File: src/hdl/dtgc_pkg.sv
// Shared types and constants for the DRAM timing gap checker.
`timescale 1ns / 1ps

package dtgc_pkg;

  // Depth of the per-rank activate history used by the four-activate window.
  localparam int FAW_DEPTH = 4;
  // Width of the per-rank activate count; it saturates at FAW_DEPTH.
  localparam int CNT_W = $clog2(FAW_DEPTH + 1);

  // Configuration port widths.
  localparam int CFG_IDX_W  = 3;
  localparam int CFG_DATA_W = 48;

  // Command types carried in the func field.
  typedef enum logic [3:0] {
    FUNC_ACT    = 4'd0,
    FUNC_RD     = 4'd1,
    FUNC_RDAP   = 4'd2,
    FUNC_WR     = 4'd3,
    FUNC_WRAP   = 4'd4,
    FUNC_PRE    = 4'd5,
    FUNC_REFALL = 4'd6
  } func_e;

  // Configuration register indexes.
  typedef enum logic [CFG_IDX_W-1:0] {
    CFG_T_RP    = 3'd0,
    CFG_T_RRD   = 3'd1,
    CFG_T_RC    = 3'd2,
    CFG_T_FAW   = 3'd3,
    CFG_T_RFC   = 3'd4,
    CFG_T_RAS   = 3'd5,
    CFG_CAS     = 3'd6,
    CFG_OTHER   = 3'd7
  } cfg_idx_e;

  // Timing configuration. The packed registers hold bytes, low byte first:
  // cas_timings is tRCD, tCAS, tCWD, tBurst; other_timings is tWTR, tRTRS,
  // tRTP, tCMD, tWR, tAL.
  typedef struct packed {
    logic [7:0]  t_rp;
    logic [7:0]  t_rrd;
    logic [7:0]  t_rc;
    logic [7:0]  t_faw;
    logic [9:0]  t_rfc;
    logic [7:0]  t_ras;
    logic [31:0] cas_timings;
    logic [47:0] other_timings;
  } cfg_t;

  localparam cfg_t CFG_RESET = '{
    t_rp:          8'd4,
    t_rrd:         8'd3,
    t_rc:          8'd16,
    t_faw:         8'd14,
    t_rfc:         10'd50,
    t_ras:         8'd12,
    cas_timings:   32'd0,
    other_timings: 48'd0
  };

  // Timestamp write enables for the per-bank memories.
  typedef struct packed {
    logic act;
    logic pre;
    logic rd;
    logic wr;
  } bank_we_t;

  // Timestamp write enables for the per-rank registers.
  typedef struct packed {
    logic act;
    logic rd;
    logic wr;
    logic pre;
    logic refr;
  } rank_we_t;

endpackage

File: src/hdl/dtgc_gap_calc.sv
// Combinational gap computation: constraint terms, max tree and saturation.
`timescale 1ns / 1ps

module dtgc_gap_calc #(
  parameter int TIME_BITS = 32
) (
  input  logic [3:0]           func_i,
  input  logic                 posted_i,
  input  logic [TIME_BITS-1:0] now_i,
  input  dtgc_pkg::cfg_t       cfg_i,
  input  logic [TIME_BITS-1:0] bank_act_i,
  input  logic [TIME_BITS-1:0] bank_pre_i,
  input  logic [TIME_BITS-1:0] bank_read_i,
  input  logic [TIME_BITS-1:0] bank_write_i,
  input  logic [TIME_BITS-1:0] rank_read_i,
  input  logic [TIME_BITS-1:0] rank_write_i,
  input  logic [TIME_BITS-1:0] rank_refresh_i,
  input  logic [TIME_BITS-1:0] rank_pre_i,
  input  logic [TIME_BITS-1:0] act_newest_i,
  input  logic [TIME_BITS-1:0] act_oldest_i,
  input  logic                 act_seen_i,
  input  logic                 act_full_i,
  output logic signed [31:0]   gap_o
);

  // Working width: the signed time difference plus headroom for the offsets.
  localparam int SW = ((TIME_BITS > 32) ? TIME_BITS : 32) + 2;

  typedef logic signed [SW-1:0] wide_t;

  localparam wide_t MIN_W = {1'b1, {(SW-1){1'b0}}};

  // Signed distance from now to a recorded time, modulo the time width.
  function automatic wide_t since(input logic [TIME_BITS-1:0] last,
                                  input logic [TIME_BITS-1:0] now);
    logic [TIME_BITS-1:0] d;
    d = last - now;
    return wide_t'({{(SW-TIME_BITS){d[TIME_BITS-1]}}, d});
  endfunction

  function automatic wide_t zx(input logic [9:0] v);
    return wide_t'({{(SW-10){1'b0}}, v});
  endfunction

  function automatic wide_t max2(input wide_t a, input wide_t b);
    return (a > b) ? a : b;
  endfunction

  logic [7:0] trcd, tcas, tcwd, tburst, twtr, trtrs, trtp, tcmd, twr, tal;
  logic [7:0] trtp_eff;
  wide_t      g;
  logic [SW-32:0] hi;

  // Timing fields from the packed registers.
  always_comb begin
    trcd     = cfg_i.cas_timings[7:0];
    tcas     = cfg_i.cas_timings[15:8];
    tcwd     = cfg_i.cas_timings[23:16];
    tburst   = cfg_i.cas_timings[31:24];
    twtr     = cfg_i.other_timings[7:0];
    trtrs    = cfg_i.other_timings[15:8];
    trtp     = cfg_i.other_timings[23:16];
    tcmd     = cfg_i.other_timings[31:24];
    twr      = cfg_i.other_timings[39:32];
    tal      = posted_i ? cfg_i.other_timings[47:40] : 8'd0;
    trtp_eff = (trtp > tcmd) ? (trtp - tcmd) : 8'd0;
  end

  // Largest of the constraint terms that apply to the command type.
  always_comb begin
    case (dtgc_pkg::func_e'(func_i))
      dtgc_pkg::FUNC_ACT: begin
        g = since(bank_pre_i, now_i) + zx({2'b00, cfg_i.t_rp});
        g = max2(g, act_seen_i ?
                 since(act_newest_i, now_i) + zx({2'b00, cfg_i.t_rrd}) : MIN_W);
        g = max2(g, since(bank_act_i, now_i) + zx({2'b00, cfg_i.t_rc}));
        g = max2(g, act_full_i ?
                 since(act_oldest_i, now_i) + zx({2'b00, cfg_i.t_faw}) : MIN_W);
        g = max2(g, since(rank_refresh_i, now_i) + zx(cfg_i.t_rfc));
      end
      dtgc_pkg::FUNC_RD, dtgc_pkg::FUNC_RDAP: begin
        g = since(bank_act_i, now_i) + zx({2'b00, trcd}) - zx({2'b00, tal});
        g = max2(g, since(rank_read_i, now_i) + zx({2'b00, tburst}));
        g = max2(g, since(rank_write_i, now_i) + zx({2'b00, tcwd})
                    + zx({2'b00, tburst}) + zx({2'b00, twtr}));
      end
      dtgc_pkg::FUNC_WR, dtgc_pkg::FUNC_WRAP: begin
        g = since(bank_act_i, now_i) + zx({2'b00, trcd}) - zx({2'b00, tal});
        g = max2(g, since(rank_read_i, now_i) + zx({2'b00, tcas}) + zx({2'b00, tburst})
                    + zx({2'b00, trtrs}) - zx({2'b00, tcwd}));
        g = max2(g, since(rank_write_i, now_i) + zx({2'b00, tburst}));
      end
      dtgc_pkg::FUNC_PRE: begin
        // The activate-to-precharge term is floored at zero, so the result is too.
        g = max2('0, since(bank_act_i, now_i) + zx({2'b00, cfg_i.t_ras}));
        g = max2(g, since(bank_read_i, now_i) + zx({2'b00, tal}) + zx({2'b00, tcas})
                    + zx({2'b00, tburst}) + zx({2'b00, trtp_eff}));
        g = max2(g, since(bank_write_i, now_i) + zx({2'b00, tal}) + zx({2'b00, tcwd})
                    + zx({2'b00, tburst}) + zx({2'b00, twr}));
      end
      dtgc_pkg::FUNC_REFALL: begin
        g = max2(since(rank_refresh_i, now_i) + zx(cfg_i.t_rfc),
                 since(rank_pre_i, now_i) + zx({2'b00, cfg_i.t_rp}));
      end
      default: begin
        g = '0;
      end
    endcase
  end

  // Saturate to the signed 32-bit range.
  assign hi = g[SW-1:31];

  always_comb begin
    if ((&hi) || !(|hi)) begin
      gap_o = g[31:0];
    end else if (g[SW-1]) begin
      gap_o = 32'sh8000_0000;
    end else begin
      gap_o = 32'sh7fff_ffff;
    end
  end

endmodule

File: config.mk
export PLATFORM = sky130hd
export DESIGN_NAME = dtgc_gap_calc
export DESIGN_NICKNAME = d
export VERILOG_FILES = /design/src/hdl/dtgc_pkg.sv /design/src/hdl/dtgc_gap_calc.sv
export SDC_FILE = /design/constraint.sdc
export NUM_CORES = 2
export LEC_CHECK = 0
export BUFFER_PORTS_ARGS = -buffer_cell sky130_fd_sc_hd__buf_2
export CAP_MARGIN = 10
export CORE_ASPECT_RATIO = 1.75
export CORE_UTILIZATION = 39
export DETAILED_ROUTE_END_ITERATION = 8
export PLACE_DENSITY = 0.63
export SLEW_MARGIN = 20
export SYNTH_ARGS = -nofsm -noshare
export SYNTH_HDL_FRONTEND = slang
export SYNTH_SLANG_ARGS = --single-unit
File: constraint.sdc
create_clock -name vclk -period 15.7
set_input_delay 0.785 -clock vclk [all_inputs]
set_output_delay 0.785 -clock vclk [all_outputs]
set_load 0.01 [all_outputs]
==> impl_metrics.toml <==
[status]
status = "completed"

[floorplanning]
die-area_sq_um = 125000
ios = 521
die_y_um = 466.9
core_sq_um = 122500
die_w_um = 267.7
initial_core_util_pct = 39.32
rows = 170

[grt]
track_usage_pct = 40.00
grt_pass1_wl_um = 365300
globalRouteOverflowTotal = 0
grt_max_degree = 46
antenna_found_initial = 21
grt_pass1_vias = 58662

[routing]
drt_iter0_markers = 3825
wire_per_inst_um = 26.76
drt-total-wl_um = 259000
ant_nets = 0
via_per_inst = 5.968
firstDrtPassIters = 5
vias = 57762
drcViolationCount = 0

[sta]
fin_ws_ns = 0.01773
rsz0062_at_grt = "true"
setup_viol = 0
slew_violations = 0
tightest_slew_ns = 1.258
fmax_mhz = 63.77
hold_violations = 0
final.period_utilization_pct = 99.89
max_slew_margin_pct = 15.96
min_period_ns = 15.68

[worst_setup_path]
critPathKind = "in -> out"
required_ns = 14.91
cp_slowest_cell = "or4_4"
arrival_ns = 14.90
cp_max_fo = 11
slowest_delay_ns = 0.62
end_kind = "primary output"
startpoint_type = "primary input"
cpMostUsedCell = "a21o_1"

[min_path]
hp-class = "in -> out"
min_to = "gap_o[2]"
hp-start = "func_i[0]"
whs_path_depth = 7

[placement]
place.gp.congestion = 1.109
io_buffers = 521
dpl.hpwl_um = 229500
dpl_worst_slack_ns = -1.223

[layout]
clock_buffers = 0
fin_nets = 9600
seq_area_sq_um = 0
syn_to_final_growth_pct = 26.45
postLayoutCoreUtil_pct = 49.72
seq_cells = 0
layout-drive-gt1-share_pct = 21.57

[logic_synthesis]
synth_cell_type_count = 113
synth_xor_area_share_pct = 12.27
synth_top_cell_area_share_pct = 25.09
synth_compound_area_share_pct = 27.76
yosysWarnings = 0
synth_nets = 8274
netlist_area_sq_um = 48170
synthMuxAreaShare_pct = 2.452
synth_cells = 6705
synth_top_family_by_area = "adder cells"
syn_area_per_cell_sq_um = 7.184
synthSimpleGateAreaFrac_pct = 21.57
synthTopCellsByArea = "ha_1 25%, xnor2_1 7.9%, a21oi_1 5.8%"
synth_top_cell_by_area = "ha_1"
yosysSeqAreaShare_pct = 0
synth_fa_ha_area_share_pct = 29.83

[clock_network]
cts_hold_buf = 0

[flow_run]
maxCapViolations = 0
## cells in the mapped netlist (35+ instances only)
master	count
nand4_1	149
a211oi_1	79
xnor2_1	432
o21ai_0	338
a21oi_1	563
a31oi_1	56
nor2b_1	101
o211ai_1	71
xor2_1	235
nor4_1	44
ha_1	966
mux2i_1	85
o21a_1	102
fa_1	114
nand2_1	462
nor2_1	493
o31ai_1	35
nand3_1	190
and2_1	71
and3_1	77
clkbuf_1	137
or2_2	35
nand2b_1	108
a21o_1	361
nor3_1	125
inv_1	610
o21bai_1	77
and4_1	36
## worst max-delay path, delay by kind of cell
| family | cells | cell delay (ns) |
|---|---|---|
| buffers and inverters | 15 | 2.14 |
| AND/OR/NAND/NOR | 18 | 2.81 |
| XOR/XNOR | 2 | 0.33 |
| AO/OA/AOI/OAI | 44 | 6.94 |
| adder cells (fa/ha/maj) | 6 | 1.84 |
## layer usage
layer	track usage [%]	part of all wire (%)
met5	0	0.038
met4	40.32	12
met3	5.745	6.0
met2	70.97	48
met1	38.69	34
## worst max path at each step
stage | end | slack [ns] | startpoint | depth (start not counted)
global placement | gap_o[22] | -0.98 | act_newest_i[0] | 81
global route | gap_o[10] | -0.62 | now_i[1] | 82
CTS | gap_o[1] | 0.02 | now_i[1] | 89
detailed placement | gap_o[22] | -1.22 | act_newest_i[0] | 83
finish | gap_o[10] | 0.02 | now_i[1] | 85
floorplan | gap_o[10] | 0.006 | now_i[1] | 82
## metrics by stage
stage          TNS, ns  cells  cell area (sq um)  hold WS (ns)
2_1_floorplan        0   6705              48200         1.840
6_report             0   9678              60910         2.602
4_1_cts              0   9635              59780         2.541
3_3_place_gp    -19.73   9627              59500         2.540
3_5_place_dp    -26.31   9627              59510         2.535
5_1_grt         -16.52   9672              60890         2.574
## placed cells by master, fill, tap and decap left out, types with 24 or more instances in the layout
cell type / Yosys / layout
ha_1: 966 / 954
buf_4: 6 / 922
inv_1: 610 / 605
a21oi_1: 563 / 545
buf_2: 9 / 510
nor2_1: 493 / 486
nand2_1: 462 / 458
xnor2_1: 432 / 430
a21o_1: 361 / 360
o21ai_0: 338 / 316
xor2_1: 235 / 235
nand3_1: 190 / 188
nand4_1: 149 / 149
nor3_1: 125 / 121
fa_1: 114 / 113
nand2b_1: 108 / 107
o21a_1: 102 / 101
nor2b_1: 101 / 100
and3_1: 77 / 77
mux2i_1: 85 / 77
o21bai_1: 77 / 76
a211oi_1: 79 / 73
and2_1: 71 / 71
o211ai_1: 71 / 71
a31oi_1: 56 / 45
nor4_1: 44 / 40
and4_1: 36 / 36
or2_2: 35 / 35
or3_1: 34 / 33
o21ai_1: 21 / 31
o31ai_1: 35 / 29
mux2_2: 27 / 24
buf_12: 0 / 24
## kinds of logic (layout without fill, tap and decap cells)
group                      Yosys count  in the layout
muxes                              114            114
buffers and inverters              770           2094
adders and majority gates         1080           1080
other                                0             15
and+or+nand+nor                   2043           2043
AOI/OAI and AO/OA                 2028           2028
xor gates and xnor gates           670            670
## cell type report
type               count  area, sq um
diodes                15        37.54
repair buffers      1483        10340
inverters            611         2300
multi-input cells   5935        46190
fillers            12417        61610
well taps           1634         2044
## what timing repair did
action | CTS | global route
endpoints found under the setup margin | 32 | 32
gates cloned | 1 | 5
pin swaps | 18 | 71
resized for setup | 48 | 136
buffers inserted | 7 | 23
